### src/design/sobel_et_pkg.sv
// ----------------------------------------------------------------------------
// Sobel edge threshold: package
// Sizes, register indexes, shared types and helpers of the edge detector.
// ----------------------------------------------------------------------------
`default_nettype none

package sobel_et_pkg;

  // Frame limits
  localparam int MAX_WIDTH  = 1024;
  localparam int MAX_HEIGHT = 1024;
  localparam int COL_W      = $clog2(MAX_WIDTH);
  localparam int ROW_W      = $clog2(MAX_HEIGHT);

  // Field widths
  localparam int PIX_W  = 8;
  localparam int DIM_W  = 11;
  localparam int POS_W  = 10;
  localparam int GRAD_W = PIX_W + 3;
  localparam int SQ_W   = 2 * GRAD_W - 2;
  localparam int MAG_W  = SQ_W + 1;

  // Edge when gx^2 + gy^2 exceeds (50 * 4)^2
  localparam int EDGE_LIMIT_SQ = 40000;

  // Configuration port
  localparam int APB_DW = 32;
  localparam int APB_AW = 3;
  localparam int REG_IDX_W = 1;
  localparam logic [REG_IDX_W-1:0] REG_IMAGE_WIDTH  = 1'b0;
  localparam logic [REG_IDX_W-1:0] REG_IMAGE_HEIGHT = 1'b1;

  // One window column: three vertically adjacent pixels
  typedef struct packed {
    logic [PIX_W-1:0] top;
    logic [PIX_W-1:0] mid;
    logic [PIX_W-1:0] bot;
  } pix_col_t;

  // Position tag that travels with a result
  typedef struct packed {
    logic [POS_W-1:0] row;
    logic [POS_W-1:0] column;
    logic             last;
  } pos_t;

  // Clamp a frame dimension into [3, maxv]
  function automatic logic [DIM_W-1:0] clamp_dim(logic [DIM_W-1:0] v,
                                                 logic [DIM_W-1:0] maxv);
    logic [DIM_W-1:0] res;
    if (v < DIM_W'(3)) begin
      res = DIM_W'(3);
    end else if (v > maxv) begin
      res = maxv;
    end else begin
      res = v;
    end
    return res;
  endfunction

endpackage

`default_nettype wire

### src/design/sobel_et_mag.sv
// ----------------------------------------------------------------------------
// Sobel edge threshold: magnitude stage
// Squares both gradients, sums them and compares against the edge limit.
// ----------------------------------------------------------------------------
`default_nettype none

module sobel_et_mag
  import sobel_et_pkg::*;
(
  input  wire logic                     clk_i,
  input  wire logic                     rst_ni,
  input  wire logic                     in_valid_i,
  output logic                          in_ready_o,
  input  wire logic signed [GRAD_W-1:0] gx_i,
  input  wire logic signed [GRAD_W-1:0] gy_i,
  input  wire pos_t                     pos_i,
  output logic                          out_valid_o,
  input  wire logic                     out_ready_i,
  output logic                          edge_o,
  output pos_t                          pos_o
);

  // Gradient register
  logic                     v2_q, v2_d;
  logic signed [GRAD_W-1:0] gx2_q, gy2_q;
  pos_t                     pos2_q;
  // Square register
  logic                     v3_q, v3_d;
  logic [SQ_W-1:0]          sqx_q, sqy_q;
  pos_t                     pos3_q;
  // Output register
  logic                     vo_q, vo_d;
  logic                     edge_q;
  pos_t                     poso_q;

  logic                       rdy2, rdy3, rdyo;
  logic                       ld2, adv2, adv3;
  logic signed [2*GRAD_W-1:0] sqx_full, sqy_full;
  logic [MAG_W-1:0]           mag_sum;

  // Each stage frees when empty or when its successor takes the request
  assign rdyo = !vo_q || out_ready_i;
  assign rdy3 = !v3_q || rdyo;
  assign rdy2 = !v2_q || rdy3;
  assign ld2  = in_valid_i && rdy2;
  assign adv2 = v2_q && rdy3;
  assign adv3 = v3_q && rdyo;

  assign sqx_full = gx2_q * gx2_q;
  assign sqy_full = gy2_q * gy2_q;
  assign mag_sum  = {1'b0, sqx_q} + {1'b0, sqy_q};

  always_comb begin
    v2_d = v2_q;
    if (ld2) begin
      v2_d = 1'b1;
    end else if (adv2) begin
      v2_d = 1'b0;
    end
    v3_d = v3_q;
    if (adv2) begin
      v3_d = 1'b1;
    end else if (adv3) begin
      v3_d = 1'b0;
    end
    vo_d = vo_q;
    if (adv3) begin
      vo_d = 1'b1;
    end else if (out_ready_i) begin
      vo_d = 1'b0;
    end
  end

  always_ff @(posedge clk_i or negedge rst_ni) begin
    if (!rst_ni) begin
      v2_q <= 1'b0;
      v3_q <= 1'b0;
      vo_q <= 1'b0;
    end else begin
      v2_q <= v2_d;
      v3_q <= v3_d;
      vo_q <= vo_d;
    end
  end

  // Hold the gradients
  always_ff @(posedge clk_i) begin
    if (ld2) begin
      gx2_q  <= gx_i;
      gy2_q  <= gy_i;
      pos2_q <= pos_i;
    end
  end

  // Square both gradients; the squares are non-negative and fit SQ_W bits
  always_ff @(posedge clk_i) begin
    if (adv2) begin
      sqx_q  <= sqx_full[SQ_W-1:0];
      sqy_q  <= sqy_full[SQ_W-1:0];
      pos3_q <= pos2_q;
    end
  end

  // Compare the magnitude against the limit
  always_ff @(posedge clk_i) begin
    if (adv3) begin
      edge_q <= mag_sum > MAG_W'(EDGE_LIMIT_SQ);
      poso_q <= pos3_q;
    end
  end

  assign in_ready_o  = rdy2;
  assign out_valid_o = vo_q;
  assign edge_o      = edge_q;
  assign pos_o       = poso_q;

endmodule

`default_nettype wire

### config.mk
export PLATFORM = sky130hd
export DESIGN_NAME = sobel_et_mag
export DESIGN_NICKNAME = d
export VERILOG_FILES = /design/src/design/sobel_et_pkg.sv /design/src/design/sobel_et_mag.sv
export SDC_FILE = /design/constraint.sdc
export NUM_CORES = 1
export LEC_CHECK = 0
export BUFFER_PORTS_ARGS = -buffer_cell sky130_fd_sc_hd__buf_2
export CORE_ASPECT_RATIO = 0.9
export CORE_MARGIN = 4
export CORE_UTILIZATION = 37
export CTS_CLUSTER_DIAMETER = 200
export CTS_CLUSTER_SIZE = 16
export DETAILED_ROUTE_END_ITERATION = 10
export SYNTH_ARGS = -nofsm -noshare
export SYNTH_HDL_FRONTEND = slang
export SYNTH_SLANG_ARGS = --single-unit
### constraint.sdc
create_clock -name clk_i -period 6.45 [get_ports clk_i]
set_input_delay 1.29 -clock clk_i [delete_from_list [all_inputs] [get_ports clk_i]]
set_output_delay 1.29 -clock clk_i [all_outputs]
set_load 0.03 [all_outputs]
==> reports/qor.yml, run 1 <==
sta:
  min_period_ps: 5580
  finalSetupViolations: 0
  hold_viol: 0
  skew_ps: 17.9
  drv_slew: 0
  relSlewSlack_pct: 40.0
  rsz0062_at_grt: "false"
  setup_tns_ps: 0
  timing.fmax_ghz: 0.179
  period_share_pct: 86.5
  max_slew.worst_pin.slew_ps: 901
drt:
  wl_um: 21300
  avgRoutedWirePerCell_um: 13.2
  first_pass_iters: 4
  drtIter0Drc: 267
  via_per_inst: 4.65
  drcViolationCount: 0
  num_vias: 7505
  ant_nets: 0
critical_path:
  path_cells: "inv_1 -> nor2_1 -> fa_1 -> inv_1 -> fa_1 -> inv_1 -> fa_1 -> fa_1 -> inv_1 -> fa_1 -> inv_1 -> ha_1 -> a31o_2 -> a21o_1 -> a21oi_1 -> a21oi_1 -> xnor2_1"
  worstReg2RegStart: "gy2_q[10]$_DFFE_PP_"
  startpoint: "gy2_q[10]$_DFFE_PP_"
  critPathSlowestCell: "fa_1"
  critPathCaptureType: "flop"
  worstSetupPathType: "flop to flop"
  cp.arrival_ps: 5740
  cp.required_ps: 6610
  worstPathMaxFanout: 11
  cp-start-kind: "flop"
  max_stage_delay_ps: 730
die:
  ios: 71
  fp.coreArea_um2: 32900
  initial_utilization_pct: 37.4
  fp.dieH_um: 181
  rows: 63
  die_w_um: 200
  die_area_um2: 36300
logic_synthesis:
  syn_area_per_cell_um2: 11.2
  ys.flop_type: "edfxtp_1"
  postSynth.asyncResetShare_pct: 2.36
  syn_nets: 1440
  synth_edf_count: 124
  yosys_register_bits: 127
  synth.distinct_cells: 51
  netlist_instances: 1105
  syn_area_um2: 12300
  yosysWarnings: 0
  ys_seq_area_share_pct: 30.8
clocking:
  clk-insertion-delay-late_ps: 420
  numCtsBuffers: 17
  clk_pin_slew_ps: 70
  cts_root_buffer: "clkbuf_16"
  cts_htree_levels: 4
  cts_hold_buf: 0
  cts.sinks: 127
  cts.path.max_buffers: 2
  postCtsSetupBuffers: 0
  cts_tree: "built"
  ctsResizeCount: 0
final_layout:
  fin_nets: 1513
  drive_above_1_share_pct: 9.49
  fillers: 3165
  areaGrowthSynthToFinish_pct: 11.3
  post-route-util_pct: 41.6
  antenna_cells: 0
grt:
  grt_antenna_before_repair: 0
  grt_first_pass_wirelength_um: 38300
  grt_pass1_vias: 8126
  grt-ovfl-total: 0
  grt_max_degree: 60
  grt_usage_pct: 12.8
placed_design:
  gp_congestion: 0.852
  dp_hpwl_um: 17500
  io_buffers: 70
power:
  ir_drop_uv: 351
  leakage_nw: 6.35
  p_per_area_nw_per_um2: 551
outcome:
  status: "complete, no violations"
hold_path:
  hp-class: "flop to flop"
  worstHoldStart: "pos3_q[1]$_DFFE_PP_"
flow_run:
  drv_cap: 0
## stage by stage
step	setup slack [ps]	std cells	hold WS, ps	instance area (µm²)	total power [W]
after floorplan	1130	1105	400	12300	0.00573
after global placement	1050	1581	400	13200	0.00660
after detailed placement	862	1581	405	13200	0.00671
after CTS	823	1613	417	13700	0.00768
after global routing	537	1613	418	13700	0.00851
final	870	1613	414	13700	0.00756
## routing by layer
metal / track usage (%) / routed length (µm) / vias up
li1: - / - / 3612
met1: 17.6 / 10200 / 3781
met2: 21.3 / 10300 / 96
met3: 2.17 / 562 / 16
met4: 3.08 / 240 / 0
met5: 0 / 0 / -
## power breakdown
group	internal, W	switching (W)
Combinational	0.00237	0.00284
Clock	0.000565	0.000351
Sequential	0.00135	0.0000762
## flip-flops by register name, summed over array words and instances, names as in the netlist
register     flops
out_valid_o      1
v3_q             1
pos2_q          21
pos3_q          21
sqx_q           19
pos_o           21
sqy_q           19
v2_q             1
gx2_q           11
edge_o           1
gy2_q           11
## cells in the mapped netlist (all sizes together) (10+ instances only)
master	instances	share of area, %
inv	282	8.6
fa	191	31
edfxtp	124	30
ha	97	9.8
nand2	61	1.9
and2	59	3.0
nor2	56	1.7
xnor2	46	3.3
a21oi	23	0.93
clkbuf	19	0.58
nor3	14	0.57
nor2b	12	0.61
xor2	11	0.78
o21ai	10	0.41
## cell type report
type	count	area, µm²	area share [%]
Multi-Input combinational cell	677	7410	54.0
Sequential cell	127	3800	27.7
Inverter	282	1060	7.72
Tap cell	422	528	3.85
Clock buffer	21	440	3.21
Timing Repair Buffer	73	373	2.72
Clock inverter	11	115	0.839
## worst max-delay path, delay by kind of cell (launching register included)
| kind | cells | cell delay, ps |
|---|---|---|
| buffers and inverters | 5 | 650 |
| AO/OA/AOI/OAI | 4 | 750 |
| XOR/XNOR | 1 | 130 |
| adder cells (fa/ha/maj) | 6 | 3150 |
| flip-flops | 1 | 510 |
| AND/OR/NAND/NOR | 1 | 130 |
## kinds of logic after synthesis
logic type | after synthesis | synth area share [%]
AO/OA/AOI/OAI | 86 | 4.94
XOR/XNOR | 57 | 4.05
adder cells (fa/ha/maj) | 288 | 40.8
buffers and inverters | 301 | 9.16
flip-flops | 127 | 30.8
multiplexers | 5 | 0.416
AND/OR/NAND/NOR | 241 | 9.78
## worst paths after layout
path / end / slack, ps / cells after the start
max in group asynchronous: v3_q$_DFFE_PN0P_ / 5680 / 1
min in group asynchronous: out_valid_o$_DFFE_PN0P_ / 660 / 1
worst max register to register: sqy_q[19]$_DFFE_PP_ / 870 / 17
worst max-delay path: sqy_q[19]$_DFFE_PP_ / 870 / 17
worst min-delay path: pos_o[1]$_DFFE_PP_ / 410 / 0
worst min register to register: pos_o[1]$_DFFE_PP_ / 410 / 0
## placed cells by master (no fill, tap or decap), drive strengths merged, types with 9 or more instances in the layout
master	synthesis	final
nand2	61	61
clkbuf	19	21
o21ai	10	10
inv	282	283
xnor2	46	46
xor2	11	11
fa	191	191
buf	0	73
a21oi	23	23
ha	97	97
edfxtp	124	124
nor2	56	56
and2	59	59
nor3	14	14
o21a	9	9
nor2b	12	12
(Power assumes the default switching activity.)
==> run 2: changes to the inputs <==
--- a/config.mk
+++ b/config.mk
@@ -9,9 +9,11 @@
 export CORE_ASPECT_RATIO = 0.9
 export CORE_MARGIN = 4
 export CORE_UTILIZATION = 37
+export CTS_BUF_LIST = sky130_fd_sc_hd__clkbuf_4 sky130_fd_sc_hd__clkbuf_8
 export CTS_CLUSTER_DIAMETER = 200
 export CTS_CLUSTER_SIZE = 16
 export DETAILED_ROUTE_END_ITERATION = 10
+export SKIP_CTS_REPAIR_TIMING = 1
 export SYNTH_ARGS = -nofsm -noshare
 export SYNTH_HDL_FRONTEND = slang
 export SYNTH_SLANG_ARGS = --single-unit
==> run 2 against run 1 <==
  * Routed wire length increased by 0.31%
  * Sequential share of layout area rose by 0.36 points
  * Register-to-register slack barely moved
  * Setup slack worse by 11 ps
  * Cell area is 1.3% lower
  * Count of clock-buffer cells in the layout unchanged
  * Die area unchanged
  * Largest cell class unchanged
  * Global-route usage hardly changed
  * Power is 3.2% lower
  * Hold slack worse by 0.58 ps
==> reports/qor.yml, run 2 (synthesized netlist as in run 1, its figures left out) <==
clocking:
  cts.path.max_buffers: 2  # unchanged
  numCtsBuffers: 17  # unchanged
  clk_pin_slew_ps: 90  # was 70 ps
  clk-insertion-delay-late_ps: 450  # was 420 ps
  cts.sinks: 127  # unchanged
  cts_root_buffer: "clkbuf_8"  # was clkbuf_16
  cts_htree_levels: 4  # unchanged
  cts_tree: "built"  # unchanged
power:
  leakage_nw: 6.28  # was 6.35 nW
  p_per_area_nw_per_um2: 541  # was 551 nW/µm²
  p_switching_w: 0.00324  # was 0.00327 W
  swShare_pct: 44.3  # was 43.2%
  p_int_w: 0.00408  # was 0.00429 W
  ir_drop_uv: 335  # was 351 µV
  p_clk_share_pct: 9.4  # was 12.1%
  combPwrFrac_pct: 71.1  # was 69.0%
  seqPwrFrac_pct: 19.5  # was 18.9%
sta:
  hold_ws_ps: 413  # was 414 ps
  max_slew.worst_pin.slew_ps: 900  # was 901 ps
  skew_ps: 23.5  # was 17.9 ps
  period_share_pct: 86.7  # was 86.5%
  setup_tns_ps: 0  # unchanged
  rsz0062_at_grt: "false"  # unchanged
  min_period_ps: 5590  # was 5580 ps
  drv_slew: 0  # unchanged
  timing.fmax_ghz: 0.179  # about the same
  relSlewSlack_pct: 40.0  # about the same
  finalSetupViolations: 0  # unchanged
  hold_viol: 0  # unchanged
die:
  die_area_um2: 36300  # unchanged
  die_w_um: 200  # unchanged
  initial_utilization_pct: 37.4  # unchanged
  fp.coreArea_um2: 32900  # unchanged
  rows: 63  # unchanged
  ios: 71  # unchanged
  fp.dieH_um: 181  # unchanged
hold_path:
  worstHoldStart: "pos3_q[1]$_DFFE_PP_"  # unchanged
  hp-class: "flop to flop"  # unchanged
  min_path_cells: 0  # unchanged
  hold_end: "pos_o[1]$_DFFE_PP_"  # unchanged
critical_path:
  worstPathMaxFanout: 11  # unchanged
  critPathCaptureType: "flop"  # unchanged
  cp-start-kind: "flop"  # unchanged
  r2r_setup_slack_ps: 860  # was 870 ps
  reg2reg_depth: 17  # unchanged
  worstReg2RegStart: "gy2_q[10]$_DFFE_PP_"  # unchanged
  worstSetupPathType: "flop to flop"  # unchanged
  regToRegEndpoint: "sqy_q[19]$_DFFE_PP_"  # unchanged
  cp.required_ps: 6640  # was 6610 ps
  cp.arrival_ps: 5780  # was 5740 ps
drt:
  wl_um: 21400  # was 21300 µm
  drtIter0Drc: 295  # was 267
  via_per_inst: 4.67  # was 4.65
  avgRoutedWirePerCell_um: 13.2  # about the same
  num_vias: 7534  # was 7505
  drcViolationCount: 0  # unchanged
  ant_nets: 0  # unchanged
  first_pass_iters: 4  # unchanged
placed_design:
  place_area_um2: 13200  # unchanged
  io_buffers: 70  # unchanged
  gp_congestion: 0.852  # unchanged
  dp_hpwl_um: 17500  # unchanged
  dp.cells: 1581  # unchanged
final_layout:
  fin_nets: 1513  # unchanged
  final_common_cell: "inv_1"  # unchanged
  drive_above_1_share_pct: 9.82  # was 9.49%
  finalInstanceArea_um2: 13500  # was 13700 µm²
  multi_input_area_um2: 7410  # unchanged
  fillers: 3186  # was 3165
  layout.cells.non_filler: 1614  # was 1613
  areaGrowthSynthToFinish_pct: 9.84  # was 11.3%
  final_cell_mix: "inv_1 (282), fa_1 (191), edfxtp_1 (124), ha_1 (97), buf_2 (70)"  # unchanged
  ff_latch_area_um2: 3800  # unchanged
flow_run:
  drv_cap: 0  # unchanged
grt:
  grt_first_pass_wirelength_um: 38300  # about the same
  grt_usage_pct: 12.7  # was 12.8%
  grt-ovfl-total: 0  # unchanged
  grt_antenna_before_repair: 0  # unchanged
  grt_max_degree: 60  # unchanged
  grt_pass1_vias: 8118  # was 8126
outcome:
  status: "complete, no violations"  # unchanged
==> run 2: final cells by class <==
class	count	share of cell area [%]
clock inverter	11	0.850
inverter	282	7.81
tap	422	3.90
antenna	1	0.0185
multi-input combinational	677	54.7
sequential	127	28.0
clock buffer	21	1.95
timing repair buffer	73	2.75
==> run 2: worst max-delay path by stage <==
stage / start / to / slack, ps / cells after the start
after global placement: gy2_q[10]$_DFFE_PP_ / sqy_q[19]$_DFFE_PP_ / 1050 / 17
after CTS: gy2_q[10]$_DFFE_PP_ / sqy_q[19]$_DFFE_PP_ / 820 / 17
after detailed placement: gy2_q[10]$_DFFE_PP_ / sqy_q[19]$_DFFE_PP_ / 860 / 17
after global routing: gy2_q[10]$_DFFE_PP_ / sqy_q[19]$_DFFE_PP_ / 530 / 17
after floorplan: gy2_q[10]$_DFFE_PP_ / sqy_q[19]$_DFFE_PP_ / 1130 / 18
final: gy2_q[10]$_DFFE_PP_ / sqy_q[19]$_DFFE_PP_ / 860 / 17
==> run 2: per-layer routing <==
metal,vias up,wire length (µm),track usage (%)
met2,108,10300,21.3
met1,3795,10200,17.6
met5,-,0,0
li1,3608,-,-
met3,23,602,1.88
met4,0,303,3.39
==> run 2: through the flow <==
step	utilization [%]	worst slack, ps	power [W]
after detailed placement	40.0	862	0.00671
final	41.1	860	0.00732
after global routing	41.1	533	0.00826
after global placement	40.0	1050	0.00660
after floorplan	-	1130	0.00573
after CTS	41.1	816	0.00744
==> run 2: worst max-delay path: stages, from the launching register on <==
cell	delay, ps
edfxtp_1	520
inv_1	350
nor2_1	130
fa_1	730
inv_1	150
fa_1	550
inv_1	50
fa_1	470
fa_1	550
inv_1	60
fa_1	530
inv_1	40
ha_1	320
a31o_2	230
a21o_1	170
a21oi_1	230
a21oi_1	120
xnor2_1	130
==> run 2: power groups by stage <==
stage	Sequential (W)	Combinational, W	Clock, W
detailed placement	0.00145	0.00526	0
floorplan	0.00144	0.00429	0
global placement	0.00145	0.00515	0
global route	0.00145	0.00607	0.000743
finish	0.00143	0.00521	0.000685
CTS	0.00143	0.00530	0.000709
