**config.mk**
```make
export PLATFORM = sky130hd
export DESIGN_NAME = sobel_et_win_cell
export DESIGN_NICKNAME = d
export VERILOG_FILES = /design/src/design/sobel_et_pkg.sv /design/src/design/sobel_et_win_cell.sv
export SDC_FILE = /design/constraint.sdc
export NUM_CORES = 1
export LEC_CHECK = 0
export ABC_AREA = 1
export BUFFER_PORTS_ARGS = -buffer_cell sky130_fd_sc_hd__buf_2
export CAP_MARGIN = 20
export CORE_MARGIN = 10
export CORE_UTILIZATION = 43
export CTS_BUF_LIST = sky130_fd_sc_hd__clkbuf_16
export CTS_CLUSTER_DIAMETER = 120
export CTS_CLUSTER_SIZE = 40
export DETAILED_ROUTE_END_ITERATION = 10
export HOLD_SLACK_MARGIN = 0.1
export PLACE_DENSITY = 0.8
export SYNTH_ARGS = -nofsm -noshare
export SYNTH_HDL_FRONTEND = slang
export SYNTH_SLANG_ARGS = --single-unit
```
**constraint.sdc**
```tcl
create_clock -name clk_i -period 0.8 [get_ports clk_i]
set_input_delay 0.12 -clock clk_i [delete_from_list [all_inputs] [get_ports clk_i]]
set_output_delay 0.12 -clock clk_i [all_outputs]
set_load 0.005 [all_outputs]
```
**src/design/sobel_et_pkg.sv**
```systemverilog
// ----------------------------------------------------------------------------
// Sobel edge threshold: package
// Sizes, register indexes, shared types and helpers of the edge detector.
// ----------------------------------------------------------------------------
`default_nettype none

package sobel_et_pkg;

  // Frame limits
  localparam int MAX_WIDTH  = 1024;
  localparam int MAX_HEIGHT = 1024;
  localparam int COL_W      = $clog2(MAX_WIDTH);
  localparam int ROW_W      = $clog2(MAX_HEIGHT);

  // Field widths
  localparam int PIX_W  = 8;
  localparam int DIM_W  = 11;
  localparam int POS_W  = 10;
  localparam int GRAD_W = PIX_W + 3;
  localparam int SQ_W   = 2 * GRAD_W - 2;
  localparam int MAG_W  = SQ_W + 1;

  // Edge when gx^2 + gy^2 exceeds (50 * 4)^2
  localparam int EDGE_LIMIT_SQ = 40000;

  // Configuration port
  localparam int APB_DW = 32;
  localparam int APB_AW = 3;
  localparam int REG_IDX_W = 1;
  localparam logic [REG_IDX_W-1:0] REG_IMAGE_WIDTH  = 1'b0;
  localparam logic [REG_IDX_W-1:0] REG_IMAGE_HEIGHT = 1'b1;

  // One window column: three vertically adjacent pixels
  typedef struct packed {
    logic [PIX_W-1:0] top;
    logic [PIX_W-1:0] mid;
    logic [PIX_W-1:0] bot;
  } pix_col_t;

  // Position tag that travels with a result
  typedef struct packed {
    logic [POS_W-1:0] row;
    logic [POS_W-1:0] column;
    logic             last;
  } pos_t;

  // Clamp a frame dimension into [3, maxv]
  function automatic logic [DIM_W-1:0] clamp_dim(logic [DIM_W-1:0] v,
                                                 logic [DIM_W-1:0] maxv);
    logic [DIM_W-1:0] res;
    if (v < DIM_W'(3)) begin
      res = DIM_W'(3);
    end else if (v > maxv) begin
      res = maxv;
    end else begin
      res = v;
    end
    return res;
  endfunction

endpackage

`default_nettype wire

```
**src/design/sobel_et_win_cell.sv**
```systemverilog
// ----------------------------------------------------------------------------
// Sobel edge threshold: window cell
// Holds one column of the 3x3 window and hands it to its neighbor on shift.
// ----------------------------------------------------------------------------
`default_nettype none

module sobel_et_win_cell
  import sobel_et_pkg::*;
(
  input  wire logic     clk_i,
  input  wire logic     rst_ni,
  input  wire logic     clr_i,
  input  wire logic     shift_i,
  input  wire pix_col_t col_i,
  output pix_col_t      col_o
);

  pix_col_t col_q, col_d;

  // Drop the column on frame restart, take the neighbor's column on shift
  always_comb begin
    col_d = col_q;
    if (clr_i) begin
      col_d = '0;
    end else if (shift_i) begin
      col_d = col_i;
    end
  end

  always_ff @(posedge clk_i or negedge rst_ni) begin
    if (!rst_ni) begin
      col_q <= '0;
    end else begin
      col_q <= col_d;
    end
  end

  assign col_o = col_q;

endmodule

`default_nettype wire

```
==> results of run 1 <==
[power by group through the flow]
stage / Clock [mW] / Sequential, mW / Combinational, mW
3_5_place_dp: 0 / 1.34 / 0.330
4_1_cts: 1.09 / 1.32 / 0.372
2_1_floorplan: 0 / 1.34 / 0.124
6_report: 1.06 / 1.32 / 0.386
3_3_place_gp: 0 / 1.33 / 0.315
5_1_grt: 1.13 / 1.32 / 0.430
[area by class of cell]
class	count	area share
clock buffer	3	0.0514
multi-input combinational	73	0.213
clock inverter	1	0.00257
tap	28	0.0240
timing repair buffer	68	0.295
sequential	24	0.411
inverter	1	0.00257
[stage by stage]
stage          utilization  power [mW]  setup TNS, ps  hold slack, ps
5_1_grt              0.673        2.88          -2430             116
4_1_cts              0.657        2.78          -2010             103
3_3_place_gp         0.574        1.65              0             115
2_1_floorplan            -        1.47              0            -176
6_report             0.673        2.76          -1850             101
3_5_place_dp         0.574        1.67           -991             127
[worst min-delay path, stage by stage]
cell and delay, ps:
buf_2 70, nand3_1 60, nand2_1 60
[path summary, 6_finish.rpt]
kind / to / slack, ps
max in group asynchronous: col_o[5] / 230
hold / removal: col_o[20] / 100
hold reg to reg: col_o[22] / 470
setup / recovery: col_o[1] / -90
setup reg to reg: col_o[13] / 60
min in group asynchronous: col_o[20] / 330
[per-layer routing]
metal / GRT usage / wire length (microns)
met1: 0.137 / 1140
met2: 0.222 / 1430
met3: 0.0446 / 306
met4: 0.0385 / 14
met5: 0 / 0
[cell families (layout without fill, tap and decap cells)]
kind of cell / after synthesis / in the layout / synth area share
DFF: 24 / 24 / 0.619
and+or+nand+nor: 73 / 73 / 0.321
buffers and inverters: 8 / 73 / 0.0593
[layout by cell type (no fill, tap or decap), drive strengths merged]
master	Yosys	layout
buf	7	60
clkbuf	0	4
clkinv	0	1
dfrtp	24	24
dlygate4sd3	0	7
inv	1	1
nand2	48	48
nand3	24	24
nor2	1	1
[what timing repair did]
action,CTS,global route
hold endpoints to repair,30,0
pin swaps,0,1
setup endpoints to repair,24,49
resized for setup,0,1
hold buffers,7,0
buffers inserted,4,5
==> results.json, run 1 <==
{
  "cts.sinks": 24,
  "netSwitchingPower_mw": 0.614,
  "path_cells": "buf_2",
  "dp_hpwl_mm": 2.03,
  "r2r_cells": 3,
  "syn_nets": 133,
  "core_area_sq_um": 2170,
  "clockPowerShare": 0.383,
  "grt_pass1_wl_mm": 4.59,
  "holdPathStages": 3,
  "drt_iter0_drc": 57,
  "holdCritPathClass": "in2reg",
  "gr-total-overflow": 0,
  "syn_area_sq_um": 970,
  "path_clk_slew_ps": 60,
  "insertion_delay_ps": 250,
  "worstSetupStartpointType": "register",
  "cts_root_buf": "clkbuf_16",
  "ys_types": 7,
  "synth_ff_type": "dfrtp_1",
  "swShare": 0.222,
  "diodes": 0,
  "synth_top_area_cell": "dfrtp_1",
  "crit_type": "reg2out",
  "timing.final.ws_setup_ps": -94.4,
  "grt_pass1_vias": 1060,
  "synth_cells": 105,
  "p_seq_frac": 0.477,
  "relSlewSlack": 0.741,
  "arrival_ps": 770,
  "final_nets": 199,
  "synthTopCellsByCount": "48 x nand2_1, 24 x dfrtp_1, 24 x nand3_1",
  "die_w_microns": 67.5,
  "drt-wirelength-per-cell_microns": 14.6,
  "cts_buffers": 3,
  "cp.depth": 1,
  "synth.top_cell.area_share": 0.619,
  "routabilityCongestion": 0.732,
  "hp-start": "col_i[20]",
  "cpLargestDelayFamily": "flip-flops",
  "combPwrFrac": 0.140,
  "syn2layout_area_growth_pct": 50.6,
  "grt_max_degree": 25,
  "violations": "negative setup slack",
  "design_area_sq_um": 1460,
  "synth_async_sr_flop_share": 1.00,
  "ys_seq_area_frac": 0.619,
  "clockBufferDepth": 2,
  "r2r_start": "col_o[13]",
  "track_usage": 0.126,
  "num-fill-cells": 198,
  "ir_drop_mv": 1.26,
  "rows": 17,
  "antenna_found_initial": 0,
  "yosysWarnings": 0,
  "cap_violations": 0,
  "post_dp_cell_area_sq_um": 1250,
  "drt-total-wl_mm": 2.89,
  "yosys_register_bits": 24,
  "start_util": 0.447,
  "drt-pass1-iter-count": 4,
  "ys_top_cells_by_area": "dfrtp_1 62%, nand2_1 19%, nand3_1 12%",
  "io_buffers": 51,
  "crit_start": "col_o[1]",
  "largest_register_ffs": 24,
  "synth_most_common_cell": "nand2_1",
  "slowest_delay_ps": 390,
  "fmax_mhz": 1120,
  "vias": 928,
  "status": "finished with violations",
  "drive_gt1_frac": 0.388,
  "worst_pin_slew_ps": 388,
  "post_drt_via_cell_ratio": 4.69,
  "ios": 52,
  "min_period_ps": 894,
  "rsz0062_at_grt": "true",
  "fin_cells": 198,
  "power.density_nw_per_um2": 1890,
  "required_ps": 680,
  "cts_tree": "done",
  "p_leak_nw": 0.880,
  "hold_violations": 0,
  "fin_crit_sh": 1.12,
  "synth_edf_count": 0,
  "crit_fanout": 2,
  "htree_levels": 1,
  "finalMaxSlewViolations": 0,
  "end_kind": "primary output",
  "fp.dieH_microns": 67.5,
  "fp.dieArea_sq_um": 4550,
  "drc_errors": 0,
  "setup_viol": 24,
  "ant_nets": 0,
  "place_inst": 179,
  "place_ws_ps": -70.0,
  "multiInputGateArea_sq_um": 312,
  "slowest_stage": "dfrtp_1",
  "regArea_sq_um": 601,
  "syn_avg_cell_area_sq_um": 9.24,
  "crit_buf_inv": 1,
  "intPower_mw": 2.15,
  "finClkSkew_ps": 0
}
(Power assumes the default switching activity.)
==> run 2: changes to the inputs <==
--- a/config.mk
+++ b/config.mk
@@ -16,6 +16,7 @@
 export DETAILED_ROUTE_END_ITERATION = 10
 export HOLD_SLACK_MARGIN = 0.1
 export PLACE_DENSITY = 0.8
+export SETUP_SLACK_MARGIN = 0.1
 export SYNTH_ARGS = -nofsm -noshare
 export SYNTH_HDL_FRONTEND = slang
 export SYNTH_SLANG_ARGS = --single-unit
==> constraint.sdc (replaced) <==
create_clock -name clk_i -period 1 [get_ports clk_i]
set_input_delay 0.15 -clock clk_i [delete_from_list [all_inputs] [get_ports clk_i]]
set_output_delay 0.15 -clock clk_i [all_outputs]
set_load 0.005 [all_outputs]
==> results.json, run 2 (synthesis results as in run 1) <==
{
  "status": "finished clean",
  "cts.sinks": 24,
  "setup_viol": 0,
  "ir_drop_mv": 1.27,
  "final_nets": 195,
  "finalMaxSlewViolations": 0,
  "worst_pin_slew_ps": 526,
  "num-fill-cells": 208,
  "layout_commonest_cell": "buf_2",
  "crit_buf_inv": 1,
  "post_dp_cell_area_sq_um": 1230,
  "diodes": 0,
  "cap_violations": 0,
  "grt_pass1_wl_mm": 4.41,
  "regArea_sq_um": 601,
  "path_clk_slew_ps": 60,
  "r2r_end": "col_o[17]",
  "timing.final.ws_setup_ps": 77.3,
  "relSlewSlack": 0.649,
  "rrSetupSlack_ps": 160,
  "power.density_nw_per_um2": 1720,
  "rsz0062_at_grt": "true",
  "fp.dieArea_sq_um": 4550,
  "antenna_found_initial": 0,
  "drt-total-wl_mm": 2.67,
  "end_kind": "primary output",
  "insertion_delay_ps": 250,
  "io_buffers": 51,
  "post-route-util": 0.656,
  "arrival_ps": 770,
  "core_area_sq_um": 2170,
  "rows": 17,
  "fin_crit_sh": 0.923,
  "drt_iter0_drc": 38,
  "vias": 919,
  "post_cts_resized": 0,
  "drive_gt1_frac": 0.416,
  "gr-total-overflow": 0,
  "holdPathStages": 3,
  "hold_ws_ps": 123,
  "design_area_sq_um": 1420,
  "ios": 52,
  "crit_type": "reg2out",
  "grt_pass1_vias": 982,
  "htree_levels": 1,
  "holdCritPathClass": "in2reg",
  "fmax_mhz": 1080,
  "mostFrequentLayoutCells": "51 x buf_2, 48 x nand2_1, 24 x nand3_1, 24 x dfrtp_1, 11 x buf_4",
  "die_w_microns": 67.5,
  "ant_nets": 0,
  "drc_errors": 0,
  "r2r_cells": 4,
  "syn2layout_area_growth_pct": 46.8,
  "multiInputGateArea_sq_um": 312,
  "min_period_ps": 923,
  "fp.dieH_microns": 67.5,
  "cts_tree": "done",
  "grt_max_degree": 25,
  "crit_fanout": 2,
  "cts_root_buf": "clkbuf_16",
  "start_util": 0.447,
  "hold_path_end": "col_o[3]",
  "drt-wirelength-per-cell_microns": 13.8,
  "track_usage": 0.121,
  "required_ps": 850,
  "cts_buffers": 3,
  "path_cells": "buf_2",
  "slowest_delay_ps": 380,
  "worstSetupStartpointType": "register",
  "place_ws_ps": 90.3,
  "routabilityCongestion": 0.760,
  "cpLargestDelayFamily": "flip-flops",
  "dp_hpwl_mm": 1.98,
  "post_drt_via_cell_ratio": 4.74,
  "p_total_mw": 2.45,
  "slowest_stage": "dfrtp_1",
  "hold_violations": 0,
  "place_inst": 179,
  "p_leak_nw": 0.871,
  "r2r_start": "col_o[17]",
  "hp-start": "col_i[3]",
  "clockBufferDepth": 2,
  "largest_register_ffs": 24,
  "setup_tns_ps": 0,
  "drt-pass1-iter-count": 5,
  "fin_cells": 194,
  "finClkSkew_ps": 0
}
## run 2: changes by cell type in the layout (fill, tap and decap cells not counted), sizes merged
cell	change
clkinv	-1
clkbuf	-1
bufinv	+1
dlygate4sd3	-6
buf	+3
## run 2: worst reg2reg max path: stages, from the launching register on
cell,delay [ps]
dfrtp_1,380
buf_4,130
buf_4,120
nand2_1,60
nand2_1,50
## run 2: routing by layer
layer | track usage | wire length [microns] | vias up
met1 | 0.136 | 1060 | 422
met3 | 0.0661 | 349 | 4
met2 | 0.197 | 1240 | 38
met4 | 0.0308 | 22 | 0
met5 | 0 | 0 | -
li1 | - | - | 455
## run 2: repair_timing
item	4_1_cts	5_1_grt
hold buffers	1	0
hold endpoints to repair	24	0
endpoints found under the setup margin	24	24
setup buffers	6	4
## run 2: power by group
part / leakage [nW] / switching, mW / total (mW) / internal, mW
Combinational: 0.501 / 0.143 / 0.283 / 0.140
Clock: 0.0511 / 0.324 / 1.12 / 0.795
Sequential: 0.319 / 0.0268 / 1.05 / 1.03
## run 2: worst max-delay path by stage
stage / cells past startpoint / endpoint / from / slack (ps)
after detailed placement: 4 / col_o[1] / shift_i / 90
final: 1 / col_o[2] / col_o[2] / 80
after CTS: 1 / col_o[16] / col_o[16] / 70
after global placement: 4 / col_o[5] / shift_i / 130
after floorplan: 5 / col_o[0] / shift_i / 320
after global routing: 1 / col_o[6] / col_o[6] / 40
## run 2: layout make-up
| type | count | share of cell area |
|---|---|---|
| inverters | 1 | 0.00264 |
| multi-input cells | 73 | 0.219 |
| repair buffers | 64 | 0.258 |
| clock inverters | 1 | 0.0211 |
| flip-flops and latches | 24 | 0.422 |
| well taps | 28 | 0.0246 |
| clock buffers | 3 | 0.0527 |
==> run 3: changes to the inputs <==
--- a/config.mk
+++ b/config.mk
@@ -6,7 +6,7 @@
 export NUM_CORES = 1
 export LEC_CHECK = 0
 export ABC_AREA = 1
-export BUFFER_PORTS_ARGS = -buffer_cell sky130_fd_sc_hd__buf_2
+export BUFFER_PORTS_ARGS = -buffer_cell sky130_fd_sc_hd__buf_4
 export CAP_MARGIN = 20
 export CORE_MARGIN = 10
 export CORE_UTILIZATION = 43
==> results.json, run 3 (synthesis results as in run 1) <==
{
  "status": "finished clean",
  "holdCritPathClass": "in2reg",
  "required_ps": 850,
  "mostFrequentLayoutCells": "48 x nand2_1, 41 x buf_4, 24 x nand3_1, 24 x dfrtp_1, 24 x buf_6",
  "cts_root_buf": "clkbuf_16",
  "swShare": 0.219,
  "setup_tns_ps": 0,
  "netSwitchingPower_mw": 0.503,
  "path_cells": "buf_6",
  "post-route-util": 0.755,
  "worstSetupStartpointType": "register",
  "drt-pass1-iter-count": 4,
  "diodes": 0,
  "fp.dieArea_sq_um": 4550,
  "layout_commonest_cell": "nand2_1",
  "r2r_start": "col_o[22]",
  "cts_tree": "done",
  "drt_iter0_drc": 36,
  "grt_max_degree": 25,
  "slowest_stage": "dfrtp_1",
  "antenna_found_initial": 0,
  "fp.dieH_microns": 67.5,
  "cts.sinks": 24,
  "setup_viol": 0,
  "final_nets": 198,
  "cts_buffers": 3,
  "routabilityCongestion": 0.720,
  "slowest_delay_ps": 410,
  "finalMaxSlewViolations": 0,
  "crit_type": "reg2out",
  "core_area_sq_um": 2170,
  "drive_gt1_frac": 0.420,
  "gr-total-overflow": 0,
  "fmax_mhz": 1070,
  "grt_pass1_wl_mm": 4.73,
  "hold_path_end": "col_o[1]",
  "rows": 17,
  "drt-total-wl_mm": 3.04,
  "power.density_nw_per_um2": 1400,
  "ios": 52,
  "vias": 956,
  "dp_hpwl_mm": 2.09,
  "fin_crit_sh": 0.939,
  "drc_errors": 0,
  "clockBufferDepth": 2,
  "ir_drop_mv": 1.16,
  "cap_violations": 0,
  "r2r_cells": 4,
  "clockPowerShare": 0.367,
  "rsz0062_at_grt": "true",
  "relSlewSlack": 0.754,
  "fin_cells": 197,
  "start_util": 0.447,
  "combPwrFrac": 0.168,
  "worst_pin_slew_ps": 368,
  "cp.depth": 1,
  "cpLargestDelayFamily": "flip-flops",
  "htree_levels": 1,
  "p_seq_frac": 0.465,
  "crit_fanout": 2,
  "p_leak_nw": 0.923,
  "rrSetupSlack_ps": 150,
  "largest_register_ffs": 24,
  "r2r_end": "col_o[22]",
  "hp-start": "col_i[1]",
  "min_period_ps": 939,
  "crit_buf_inv": 1,
  "finClkSkew_ps": 0,
  "end_kind": "primary output",
  "holdPathStages": 3,
  "track_usage": 0.134,
  "arrival_ps": 790,
  "io_buffers": 51,
  "hold_ws_ps": 127,
  "post_drt_via_cell_ratio": 4.85,
  "die_w_microns": 67.5,
  "path_clk_slew_ps": 60,
  "drt-wirelength-per-cell_microns": 15.4,
  "intPower_mw": 1.80,
  "num-fill-cells": 154,
  "insertion_delay_ps": 250,
  "grt_pass1_vias": 1006,
  "place_inst": 179,
  "hold_violations": 0,
  "ant_nets": 0,
  "syn2layout_area_growth_pct": 68.9
}
## run 3: metrics by stage
stage	total power, mW	setup WS, ps	instance area (sq um)
3_5_place_dp	1.39	121	1360
2_1_floorplan	1.17	315	970
3_3_place_gp	1.38	180	1360
6_report	2.30	61.1	1640
4_1_cts	2.29	56.8	1580
5_1_grt	2.40	43.8	1640
## run 3: power groups by stage
stage / registers, mW / logic, mW / clock network (mW)
after global routing: 1.07 / 0.424 / 0.900
final: 1.07 / 0.387 / 0.844
after global placement: 1.07 / 0.303 / 0
after CTS: 1.07 / 0.365 / 0.853
after detailed placement: 1.07 / 0.312 / 0
after floorplan: 1.08 / 0.0994 / 0
## run 3: worst max-delay path by stage
stage	startpoint	endpoint	slack, ps
final	col_o[14]	col_o[14]	60
after global routing	col_o[17]	col_o[17]	40
after global placement	clr_i	col_o[17]	180
after floorplan	shift_i	col_o[0]	320
after CTS	col_o[14]	col_o[14]	60
after detailed placement	clr_i	col_o[23]	120
## run 3: routing by layer
| metal | up-vias | part of all wire | track usage |
|---|---|---|---|
| li1 | 461 | - | - |
| met1 | 450 | 0.38 | 0.155 |
| met5 | - | 0 | 0 |
| met2 | 40 | 0.50 | 0.222 |
| met4 | 0 | 0.0092 | 0.0385 |
| met3 | 5 | 0.11 | 0.0579 |
## run 3: worst register-to-register path, delay by kind of cell (launching register included)
kind,cells,cell delay [ps]
buffers and inverters,2,260
DFF,1,390
and+or+nand+nor,2,100
## run 3: timing repair
action	4_1_cts	5_1_grt
hold buffers	1	0
pin swaps	0	0
setup buffers	5	8
hold endpoints to repair	24	0
cloned	0	0
gates resized for setup	24	0
endpoints found under the setup margin	24	24
## run 3: layout make-up
cell class	instances	area (sq um)	area share
clock buffers	3	75.1	0.0458
clock inverters	1	3.75	0.00229
inverters	1	3.75	0.00229
multi-input cells	73	312	0.190
flip-flops and latches	24	601	0.367
well taps	28	35.0	0.0214
repair buffers	67	608	0.371
